[src/hw/rtl/trqs_pkg.sv]
// shared types, codes and defaults for the thread ready-queue scheduler
`default_nettype none

package trqs_pkg;

  // default thread table size
  localparam int MAX_THREADS_DEF = 16;

  // operation codes
  typedef enum logic [1:0] {
    OP_CREATE = 2'd0,
    OP_YIELD  = 2'd1,
    OP_SCHED  = 2'd2,
    OP_EXIT   = 2'd3
  } op_t;

  // result status codes
  typedef enum logic [2:0] {
    ST_OK         = 3'd0,
    ST_FULL       = 3'd1,
    ST_BAD_ID     = 3'd2,
    ST_NO_THREAD  = 3'd3,
    ST_ALL_EXITED = 3'd4
  } status_t;

  // sequencer states
  typedef enum logic [3:0] {
    S_IDLE,
    S_DECODE,
    S_SEARCH,
    S_UL_RD,
    S_UL_WR,
    S_AT_RD,
    S_AT_WR1,
    S_AT_WR2,
    S_PH_RD,
    S_PH_WR1,
    S_PH_WR2,
    S_HD_RD,
    S_HD_ID,
    S_CTX_RD,
    S_DISP,
    S_DONE
  } state_t;

  // input beat
  typedef struct packed {
    logic [1:0]         op;
    logic [3:0]         target_thread;
    logic [31:0]        entry_addr;
    logic signed [31:0] argument;
  } in_item_t;

  // result beat
  typedef struct packed {
    logic [2:0]         status;
    logic [3:0]         thread_id;
    logic [3:0]         current_thread;
    logic [3:0]         previous_thread;
    logic               switched;
    logic               first_run;
    logic [31:0]        start_entry;
    logic signed [31:0] start_argument;
  } out_item_t;

  // link table port controls
  typedef struct packed {
    logic rd_en;
    logic nx_we;
    logic pv_we;
  } link_ctl_t;

endpackage

`default_nettype wire

[src/hw/rtl/trqs_link_ram.sv]
// next/prev link tables of the ready ring, with per-node reset overlay
`default_nettype none

module trqs_link_ram import trqs_pkg::*; #(
  parameter int  MAX_THREADS = MAX_THREADS_DEF,
  localparam int NODES       = MAX_THREADS + 1,
  localparam int NW          = $clog2(MAX_THREADS + 1)
) (
  input  wire logic          clk,
  input  wire logic          rst_n,
  input  wire link_ctl_t     ctl,
  input  wire logic [NW-1:0] rd_addr,
  input  wire logic [NW-1:0] nx_addr,
  input  wire logic [NW-1:0] nx_data,
  input  wire logic [NW-1:0] pv_addr,
  input  wire logic [NW-1:0] pv_data,
  output logic      [NW-1:0] rd_next,
  output logic      [NW-1:0] rd_prev
);

  logic [NW-1:0]    next_mem [NODES];
  logic [NW-1:0]    prev_mem [NODES];
  logic [NODES-1:0] nx_vld_r;
  logic [NODES-1:0] pv_vld_r;
  logic [NW-1:0]    nx_q_r;
  logic [NW-1:0]    pv_q_r;
  logic [NW-1:0]    rd_addr_r;
  logic             nx_hit_r;
  logic             pv_hit_r;
  logic [NW-1:0]    rst_val;

  // memory write and registered read
  always_ff @(posedge clk) begin
    if (ctl.nx_we) begin
      next_mem[nx_addr] <= nx_data;
    end
    if (ctl.pv_we) begin
      prev_mem[pv_addr] <= pv_data;
    end
    if (ctl.rd_en) begin
      nx_q_r    <= next_mem[rd_addr];
      pv_q_r    <= prev_mem[rd_addr];
      rd_addr_r <= rd_addr;
    end
  end

  // written-since-reset flags per node
  always_ff @(posedge clk) begin
    if (!rst_n) begin
      nx_vld_r <= '0;
      pv_vld_r <= '0;
      nx_hit_r <= 1'b0;
      pv_hit_r <= 1'b0;
    end else begin
      if (ctl.nx_we) begin
        nx_vld_r[nx_addr] <= 1'b1;
      end
      if (ctl.pv_we) begin
        pv_vld_r[pv_addr] <= 1'b1;
      end
      if (ctl.rd_en) begin
        nx_hit_r <= nx_vld_r[rd_addr];
        pv_hit_r <= pv_vld_r[rd_addr];
      end
    end
  end

  // after reset the ring is sentinel <-> thread 0
  assign rst_val = (rd_addr_r == '0) ? NW'(1) : '0;
  assign rd_next = nx_hit_r ? nx_q_r : rst_val;
  assign rd_prev = pv_hit_r ? pv_q_r : rst_val;

endmodule

`default_nettype wire

[src/hw/rtl/trqs_ctx_ram.sv]
// entry address and argument store per thread slot
`default_nettype none

module trqs_ctx_ram import trqs_pkg::*; #(
  parameter int  MAX_THREADS = MAX_THREADS_DEF,
  localparam int IDW         = $clog2(MAX_THREADS)
) (
  input  wire logic               clk,
  input  wire logic               we,
  input  wire logic [IDW-1:0]     waddr,
  input  wire logic [31:0]        wentry,
  input  wire logic signed [31:0] warg,
  input  wire logic [IDW-1:0]     raddr,
  output logic      [31:0]        rentry,
  output logic signed [31:0]      rarg
);

  logic [31:0]        entry_mem [MAX_THREADS];
  logic signed [31:0] arg_mem   [MAX_THREADS];

  // one write port, one registered read port
  always_ff @(posedge clk) begin
    if (we) begin
      entry_mem[waddr] <= wentry;
      arg_mem[waddr]   <= warg;
    end
    rentry <= entry_mem[raddr];
    rarg   <= arg_mem[raddr];
  end

endmodule

`default_nettype wire

[src/hw/rtl/thread_ready_queue_scheduler.sv]
// top level: sequencer over the link and context tables of the thread scheduler
//
//  channel | direction | handshake          | beat
//  --------+-----------+--------------------+-----------
//  in_     | input     | in_valid/in_stall  | in_item_t
//  out_    | output    | out_valid/out_stall| out_item_t
//
// one beat at a time: in_stall is high from acceptance until the result is loaded
// into the output register; the link table has one read and one write per cycle
// and sets the length of each operation; a create probes the slots in turn,
// up to MAX_THREADS of them
// reset is synchronous and leaves the ring holding thread 0 only; a stalled
// result holds in the output register while the next beat is already taken
`default_nettype none

module thread_ready_queue_scheduler import trqs_pkg::*; #(
  parameter int MAX_THREADS = MAX_THREADS_DEF
) (
  input  wire logic      clk,
  input  wire logic      rst_n,
  input  wire logic      in_valid,
  output logic           in_stall,
  input  wire in_item_t  in_item,
  output logic           out_valid,
  input  wire logic      out_stall,
  output out_item_t      out_item
);

  localparam int IDW = $clog2(MAX_THREADS);
  localparam int NW  = $clog2(MAX_THREADS + 1);
  localparam int LW  = $clog2(MAX_THREADS + 1);

  state_t           state_r, state_nxt;
  in_item_t         item_r;
  out_item_t        res_r;
  out_item_t        dec_res;
  out_item_t        out_item_r;
  logic             out_valid_r;
  logic [MAX_THREADS-1:0] slot_valid_r;
  logic [MAX_THREADS-1:0] not_started_r;
  logic [IDW-1:0]   running_r;
  logic [IDW-1:0]   last_alloc_r;
  logic [IDW-1:0]   cand_r;
  logic [IDW-1:0]   disp_id_r;
  logic [LW-1:0]    live_r;
  logic [LW-1:0]    search_cnt_r;
  logic [NW-1:0]    node_r;
  logic             yield_tail_r;

  op_t              op_w;
  logic [IDW-1:0]   tgt_id;
  logic             tgt_in_range;
  logic             tgt_live;
  logic [NW-1:0]    cur_node;
  logic [NW-1:0]    tgt_node;
  logic [IDW-1:0]   cand_inc;
  logic [IDW-1:0]   last_inc;
  logic [IDW-1:0]   head_id;
  logic             slot_free;
  logic             out_free;

  link_ctl_t        lk_ctl;
  logic [NW-1:0]    lk_rd_addr, lk_nx_addr, lk_nx_data, lk_pv_addr, lk_pv_data;
  logic [NW-1:0]    lk_rd_next, lk_rd_prev;
  logic             ctx_we;
  logic [31:0]      ctx_entry;
  logic signed [31:0] ctx_arg;

  // link tables
  trqs_link_ram #(.MAX_THREADS(MAX_THREADS)) u_link (
    .clk     (clk),
    .rst_n   (rst_n),
    .ctl     (lk_ctl),
    .rd_addr (lk_rd_addr),
    .nx_addr (lk_nx_addr),
    .nx_data (lk_nx_data),
    .pv_addr (lk_pv_addr),
    .pv_data (lk_pv_data),
    .rd_next (lk_rd_next),
    .rd_prev (lk_rd_prev)
  );

  // entry and argument store
  trqs_ctx_ram #(.MAX_THREADS(MAX_THREADS)) u_ctx (
    .clk    (clk),
    .we     (ctx_we),
    .waddr  (cand_r),
    .wentry (item_r.entry_addr),
    .warg   (item_r.argument),
    .raddr  (disp_id_r),
    .rentry (ctx_entry),
    .rarg   (ctx_arg)
  );

  // decode helpers and the increment/compare logic
  assign op_w         = op_t'(item_r.op);
  assign tgt_id       = IDW'(item_r.target_thread);
  assign tgt_in_range = 32'(item_r.target_thread) < 32'(MAX_THREADS);
  assign tgt_live     = tgt_in_range ? slot_valid_r[tgt_id] : 1'b0;
  assign cur_node     = NW'(running_r) + NW'(1);
  assign tgt_node     = NW'(tgt_id) + NW'(1);
  assign cand_inc     = (cand_r == IDW'(MAX_THREADS - 1)) ? '0 : cand_r + IDW'(1);
  assign last_inc     = (last_alloc_r == IDW'(MAX_THREADS - 1)) ? '0 :
                        last_alloc_r + IDW'(1);
  assign head_id      = (lk_rd_next == '0) ? running_r : IDW'(lk_rd_next - NW'(1));
  assign slot_free    = !slot_valid_r[cand_r];
  assign out_free     = !out_valid_r || !out_stall;

  // result fields known at decode
  always_comb begin
    dec_res                 = '0;
    dec_res.status          = ST_OK;
    dec_res.current_thread  = 4'(running_r);
    dec_res.previous_thread = 4'(running_r);
    if (live_r == '0) begin
      dec_res.status = ST_ALL_EXITED;
    end else begin
      case (op_w)
        OP_CREATE: begin
          if (live_r >= LW'(MAX_THREADS)) dec_res.status = ST_FULL;
        end
        OP_YIELD: begin
          dec_res.thread_id = item_r.target_thread;
          if (!tgt_in_range) begin
            dec_res.status = ST_BAD_ID;
          end else if (!tgt_live) begin
            dec_res.status = ST_NO_THREAD;
          end
        end
        OP_EXIT: begin
          if (live_r <= LW'(1)) dec_res.status = ST_ALL_EXITED;
        end
        default: begin
        end
      endcase
    end
  end

  // next state
  always_comb begin
    state_nxt = state_r;
    case (state_r)
      S_IDLE: begin
        if (in_valid) state_nxt = S_DECODE;
      end
      S_DECODE: begin
        if (live_r == '0) begin
          state_nxt = S_DONE;
        end else begin
          case (op_w)
            OP_CREATE: begin
              state_nxt = (live_r >= LW'(MAX_THREADS)) ? S_DONE : S_SEARCH;
            end
            OP_YIELD: begin
              state_nxt = (!tgt_live || tgt_id == running_r) ? S_DONE : S_UL_RD;
            end
            OP_EXIT: begin
              state_nxt = (live_r <= LW'(1)) ? S_DONE : S_UL_RD;
            end
            default: begin
              state_nxt = S_UL_RD;
            end
          endcase
        end
      end
      S_SEARCH: begin
        if (slot_free) begin
          state_nxt = S_AT_RD;
        end else if (search_cnt_r == LW'(MAX_THREADS - 1)) begin
          state_nxt = S_DONE;
        end
      end
      S_UL_RD: state_nxt = S_UL_WR;
      S_UL_WR: begin
        if (op_w == OP_EXIT) begin
          state_nxt = S_HD_RD;
        end else if (yield_tail_r) begin
          state_nxt = S_PH_RD;
        end else begin
          state_nxt = S_AT_RD;
        end
      end
      S_AT_RD:  state_nxt = S_AT_WR1;
      S_AT_WR1: state_nxt = S_AT_WR2;
      S_AT_WR2: begin
        case (op_w)
          OP_SCHED: state_nxt = S_HD_RD;
          OP_YIELD: state_nxt = S_UL_RD;
          default:  state_nxt = S_DONE;
        endcase
      end
      S_PH_RD:  state_nxt = S_PH_WR1;
      S_PH_WR1: state_nxt = S_PH_WR2;
      S_PH_WR2: state_nxt = S_CTX_RD;
      S_HD_RD:  state_nxt = S_HD_ID;
      S_HD_ID:  state_nxt = S_CTX_RD;
      S_CTX_RD: state_nxt = S_DISP;
      S_DISP:   state_nxt = S_DONE;
      S_DONE: begin
        if (out_free) state_nxt = S_IDLE;
      end
      default: state_nxt = S_IDLE;
    endcase
  end

  // table port controls per state
  always_comb begin
    lk_ctl     = '0;
    lk_rd_addr = '0;
    lk_nx_addr = '0;
    lk_nx_data = '0;
    lk_pv_addr = '0;
    lk_pv_data = '0;
    ctx_we     = 1'b0;
    case (state_r)
      S_SEARCH: begin
        ctx_we = slot_free;
      end
      // unlink: next[prev] = next, prev[next] = prev
      S_UL_RD: begin
        lk_ctl.rd_en = 1'b1;
        lk_rd_addr   = node_r;
      end
      S_UL_WR: begin
        lk_ctl.nx_we = 1'b1;
        lk_nx_addr   = lk_rd_prev;
        lk_nx_data   = lk_rd_next;
        lk_ctl.pv_we = 1'b1;
        lk_pv_addr   = lk_rd_next;
        lk_pv_data   = lk_rd_prev;
      end
      // read the sentinel links; append at tail, behind the sentinel
      S_AT_RD, S_PH_RD, S_HD_RD: begin
        lk_ctl.rd_en = 1'b1;
        lk_rd_addr   = '0;
      end
      S_AT_WR1: begin
        lk_ctl.nx_we = 1'b1;
        lk_nx_addr   = lk_rd_prev;
        lk_nx_data   = node_r;
        lk_ctl.pv_we = 1'b1;
        lk_pv_addr   = node_r;
        lk_pv_data   = lk_rd_prev;
      end
      S_AT_WR2: begin
        lk_ctl.pv_we = 1'b1;
        lk_pv_addr   = '0;
        lk_pv_data   = node_r;
        lk_ctl.nx_we = 1'b1;
        lk_nx_addr   = node_r;
        lk_nx_data   = '0;
      end
      // push at head, after the sentinel
      S_PH_WR1: begin
        lk_ctl.nx_we = 1'b1;
        lk_nx_addr   = node_r;
        lk_nx_data   = lk_rd_next;
        lk_ctl.pv_we = 1'b1;
        lk_pv_addr   = node_r;
        lk_pv_data   = '0;
      end
      S_PH_WR2: begin
        lk_ctl.pv_we = 1'b1;
        lk_pv_addr   = lk_rd_next;
        lk_pv_data   = node_r;
        lk_ctl.nx_we = 1'b1;
        lk_nx_addr   = '0;
        lk_nx_data   = node_r;
      end
      default: begin
      end
    endcase
  end

  assign in_stall  = (state_r != S_IDLE);
  assign out_valid = out_valid_r;
  assign out_item  = out_item_r;

  // scheduler control state
  always_ff @(posedge clk) begin
    if (!rst_n) begin
      state_r       <= S_IDLE;
      out_valid_r   <= 1'b0;
      slot_valid_r  <= MAX_THREADS'(1);
      not_started_r <= '0;
      running_r     <= '0;
      last_alloc_r  <= '0;
      live_r        <= LW'(1);
      yield_tail_r  <= 1'b0;
    end else begin
      state_r <= state_nxt;
      if (out_valid_r && !out_stall && state_r != S_DONE) begin
        out_valid_r <= 1'b0;
      end
      case (state_r)
        S_DECODE: begin
          yield_tail_r <= 1'b0;
          if (live_r != '0 && op_w == OP_EXIT) begin
            if (live_r <= LW'(1)) begin
              live_r <= '0;
            end else begin
              live_r                  <= live_r - LW'(1);
              slot_valid_r[running_r] <= 1'b0;
            end
          end
        end
        S_SEARCH: begin
          if (slot_free) begin
            slot_valid_r[cand_r]  <= 1'b1;
            not_started_r[cand_r] <= 1'b1;
            last_alloc_r          <= cand_r;
            live_r                <= live_r + LW'(1);
          end
        end
        S_AT_WR2: begin
          if (op_w == OP_YIELD) yield_tail_r <= 1'b1;
        end
        S_DISP: begin
          not_started_r[disp_id_r] <= 1'b0;
          running_r                <= disp_id_r;
        end
        S_DONE: begin
          if (out_free) out_valid_r <= 1'b1;
        end
        default: begin
        end
      endcase
    end
  end

  // beat and work registers
  always_ff @(posedge clk) begin
    case (state_r)
      S_IDLE: begin
        if (in_valid) item_r <= in_item;
      end
      S_DECODE: begin
        res_r        <= dec_res;
        node_r       <= cur_node;
        cand_r       <= last_inc;
        search_cnt_r <= '0;
      end
      S_SEARCH: begin
        if (slot_free) begin
          node_r          <= NW'(cand_r) + NW'(1);
          res_r.thread_id <= 4'(cand_r);
        end else begin
          cand_r       <= cand_inc;
          search_cnt_r <= search_cnt_r + LW'(1);
          if (search_cnt_r == LW'(MAX_THREADS - 1)) res_r.status <= ST_FULL;
        end
      end
      S_AT_WR2: begin
        if (op_w == OP_YIELD) node_r <= tgt_node;
      end
      S_PH_WR2: begin
        disp_id_r <= tgt_id;
      end
      S_HD_ID: begin
        disp_id_r <= head_id;
      end
      // dispatch: set the current thread and switch flag; first run hands out the stored context
      S_DISP: begin
        res_r.current_thread <= 4'(disp_id_r);
        res_r.switched       <= (disp_id_r != running_r);
        if (not_started_r[disp_id_r]) begin
          res_r.first_run      <= 1'b1;
          res_r.start_entry    <= ctx_entry;
          res_r.start_argument <= ctx_arg;
        end
      end
      S_DONE: begin
        if (out_free) out_item_r <= res_r;
      end
      default: begin
      end
    endcase
  end

endmodule

`default_nettype wire

[config.mk]
export PLATFORM = sky130hd
export DESIGN_NAME = thread_ready_queue_scheduler
export DESIGN_NICKNAME = d
export VERILOG_FILES = /design/src/hw/rtl/trqs_pkg.sv /design/src/hw/rtl/trqs_link_ram.sv /design/src/hw/rtl/trqs_ctx_ram.sv /design/src/hw/rtl/thread_ready_queue_scheduler.sv
export SDC_FILE = /design/constraint.sdc
export NUM_CORES = 2
export LEC_CHECK = 0
export BUFFER_PORTS_ARGS = -buffer_cell sky130_fd_sc_hd__buf_4
export CORE_MARGIN = 5
export CORE_UTILIZATION = 50
export DETAILED_ROUTE_END_ITERATION = 16
export GPL_ROUTABILITY_DRIVEN = 0
export PLACE_DENSITY_LB_ADDON = 0.1
export SYNTH_ARGS = -nofsm -noshare
export SYNTH_HDL_FRONTEND = slang
export SYNTH_HIERARCHICAL = 1
export SYNTH_SLANG_ARGS = --single-unit
[constraint.sdc]
create_clock -name clk -period 23.8 [get_ports clk]
set_clock_uncertainty 0.15 [all_clocks]
set_input_delay 3.57 -clock clk [delete_from_list [all_inputs] [get_ports clk]]
set_output_delay 3.57 -clock clk [all_outputs]
set_load 0.02 [all_outputs]
==> out/summary.txt <==
nets@finish = 3316
die height = 358 um
number of top-level pins = 157
CTS tree = built
Clk network pwr share = 36.9%
Reg2Reg Depth = 6
power density of the placed cells = 98.9 nW/um^2
total power = 0.00681 W
largest family of logic cells by synthesized area = multiplexers
clock root cell = clkbuf_16
Port Buf Inserts = 156
Final Hold Viols = 0
initial antenna violation count = 3
CTS Buffer Depth = 3
die area = 128000 um^2
Startpoint Class = register
post-route ant nets = 0
Clock Pin Slew Worst Setup and Hold Paths = 0.06 ns
global-route usage over all layers = 21.6%
Post-synth ARST share = 0%
Final period util = 26.1%
xor/xnor share of the synthesized area = 0.246%
largest net degree at the start of global routing = 147
Mapped Cells = 2997
Top FF cell, synth = edfxtp_1
Remaining DRCs = 0
CP Data Arrival Time = 2.48 ns
Reg power frac = 55.0%
met3 routed WL = 7100 um
M1 wire length = 58400 um
sequential fraction of the synthesis area = 77.4%
EDFF count, synth = 1459
row count = 127
Post-CTS Hold Buffers = 0
Synth Area in Simple Gates = 3.78%
Synth cell types = 77
Synth Area in Adders = 0.372%
via count of the routed design = 29.7k
Die W = 358 um
fmax = 161 MHz
hold depth = 0
Crit Path Class = register to output pin
H-tree level count = 4
Min-Delay Path Class = register to register
CTS Buf Count = 161
Sw Ratio = 24.3%
global-route wire length before repair = 202000 um
Syn Nets = 3089
core area = 120000 um^2
Int Pwr = 0.00516 W
Clock Sinks = 1610
Post-Synthesis Cell Area = 60500 um^2
Max Used Layer = met4
vias in the first global route = 30.8k
Comb pwr share = 8.1%
First DRT Iteration DRCs = 2464
gr ovfl total = 0
Worst Max-Slew Pin Slew = 1.28 ns
maximum vdd drop = 0.0784 mV
Setup TNS = 0 ns
leakage power = 22.2 nW
synthesis-to-finish area growth = 13.9%
Switch Pwr = 0.00166 W
Max Slew Vio Count = 0
drt pass-1 iters = 5
worst-skew pair later-pin latency = 0.78 ns
drt wl/cell = 27.5 um
Critical Path End Type = output pin
Final min period = 6.20 ns
CP Max Fanout = 33
count of final setup violators = 0
flops & latches, synth = 1610
Post-Syn Area per Cell = 20.2 um^2
wire length on met2 = 68300 um
Max Cap Viol = 0
Vias per Instance = 5.98
Finished Core Util = 57.3%
RSZ-0062 raised after global routing = false
max_slew headroom = 13.4%
routed wire length = 137000 um
status = finished clean
Starting Density = 50.4%
Critical Path RT = 20.08 ns
hpwl dp = 73200 um
Synth Area in Compound Gates = 4.41%
mux share of post-synthesis cell area = 12.2%
Ys Warns = 6
share of layout cells above drive strength 1 = 24.6%
Setup Buffers After CTS = 0
post-CTS sizing = 0
-- layout make-up --
cell class	instances	area (um^2)
antenna	1	2.50
clock buffer	225	4520
clock inverter	78	796
fill	8947	51200
inverter	22	87.6
multi-input combinational	1204	12900
sequential	1610	46800
tap	1612	2020
timing repair buffer	225	1710
-- cells by family (layout without fill, tap and decap cells) --
group | count (synthesis) | count (layout)
adders and majority gates | 18 | 18
AOI/OAI and AO/OA | 376 | 376
other | 0 | 1
xor gates and xnor gates | 17 | 17
buffers and inverters | 183 | 550
and+or+nand+nor | 451 | 451
DFF | 1610 | 1610
muxes | 342 | 342
-- sequential cells by signal, summed over array words and instances, names as in the netlist, 5 cells and up --
name              flops
item_r               64
search_cnt_r          5
out_item             81
res_r                81
u_link/rd_addr_r      5
u_ctx/rentry         32
u_link/pv_vld_r      17
u_link/next_mem      85
u_link/prev_mem      85
node_r                5
u_ctx/arg_mem       512
u_ctx/entry_mem     512
slot_valid_r         16
u_ctx/rarg           32
u_link/nx_vld_r      17
u_link/nx_q_r         5
not_started_r        16
live_r                5
u_link/pv_q_r         5
-- power by group through the flow --
stage | Clock, W | Sequential (W) | Combinational [W]
after CTS | 0.00258 | 0.00375 | 0.000556
after detailed placement | 0 | 0.00381 | 0.000554
after global routing | 0.00269 | 0.00378 | 0.000591
final | 0.00252 | 0.00375 | 0.000550
after floorplan | 0 | 0.00368 | 0.000385
after global placement | 0 | 0.00378 | 0.000543
-- final timing paths --
path	start	endpoint	slack, ns
setup / recovery	state_r[0]	in_stall	17.60
hold / removal	res_r[23]	out_item[23]	0.26
setup reg to reg	cand_r[1]	u_ctx/entry_mem[1][27]	18.66
hold reg to reg	res_r[23]	out_item[23]	0.26
-- per-layer routing --
layer | vias up | track usage, %
met2 | 963 | 35.8
met5 | - | 0
met4 | 0 | 6.18
met1 | 15825 | 30.2
met3 | 235 | 3.34
li1 | 12718 | -
-- synthesized netlist by cell type, types with 5 or more instances --
master,number,area [um^2]
edfxtp_1,1459,43800
mux4_2,313,7050
nand2_1,167,627
dfxtp_1,151,3020
a22oi_1,143,1070
nor2_1,83,312
clkbuf_1,82,308
and2_1,79,494
o21a_1,38,285
a21oi_1,37,185
buf_1,27,101
o21ai_1,25,125
buf_2,22,110
buf_6,22,248
mux2i_1,21,210
o21ai_0,19,95.1
o22ai_1,19,119
ha_1,18,225
inv_1,16,60.1
nand3_1,15,75.1
nor3_1,15,75.1
a21o_1,14,105
o211ai_1,14,105
and3_1,13,81.3
a211oi_1,12,90.1
nor2b_1,12,75.1
a22o_1,10,87.6
nand2b_1,10,62.6
xnor2_1,9,78.8
nand3b_1,8,60.1
xor2_1,8,70.1
buf_4,7,52.6
nor4_1,7,43.8
o311ai_1,6,52.6
or3_1,6,37.5
a221o_1,5,50.1
nor4b_1,5,43.8
or3b_2,5,43.8
-- through the flow --
stage	hold WS [ns]	std cells	setup WS (ns)	cell area, um^2
2_1_floorplan	0.250	2997	15.70	60500
3_3_place_gp	0.253	4672	17.69	63600
3_5_place_dp	0.255	4672	17.62	63600
4_1_cts	0.263	4975	17.60	68900
5_1_grt	0.270	4976	17.47	68900
6_report	0.262	4977	17.60	68900
-- worst max-delay path: stages (launching register included) --
cell,delay (ns)
dfxtp_1,1.08
nor2_1,0.26
nand2_1,0.20
buf_4,0.16
-- cell usage in the layout (no fill, tap or decap), types with 11 or more instances in the layout --
master / synthesis / routed
a21o_1: 14 / 14
nand2_1: 167 / 166
nor2_4: 1 / 14
nor2_1: 83 / 70
a211oi_1: 12 / 12
dfxtp_1: 151 / 151
and2_1: 79 / 78
o22ai_1: 19 / 18
a21oi_1: 37 / 36
edfxtp_1: 1459 / 1459
clkbuf_16: 0 / 165
a22oi_1: 143 / 143
mux4_2: 313 / 313
clkinv_1: 1 / 24
o211ai_1: 14 / 14
inv_1: 16 / 16
nand3_1: 15 / 15
ha_1: 18 / 18
buf_4: 7 / 222
clkinv_2: 0 / 24
o21ai_1: 25 / 25
o21a_1: 38 / 38
o21ai_0: 19 / 19
nor3_1: 15 / 11
mux2i_1: 21 / 21
clkbuf_1: 82 / 43
clkbuf_8: 0 / 17
bufinv_16: 0 / 13
Note: power is estimated with default switching activity, not from simulation.
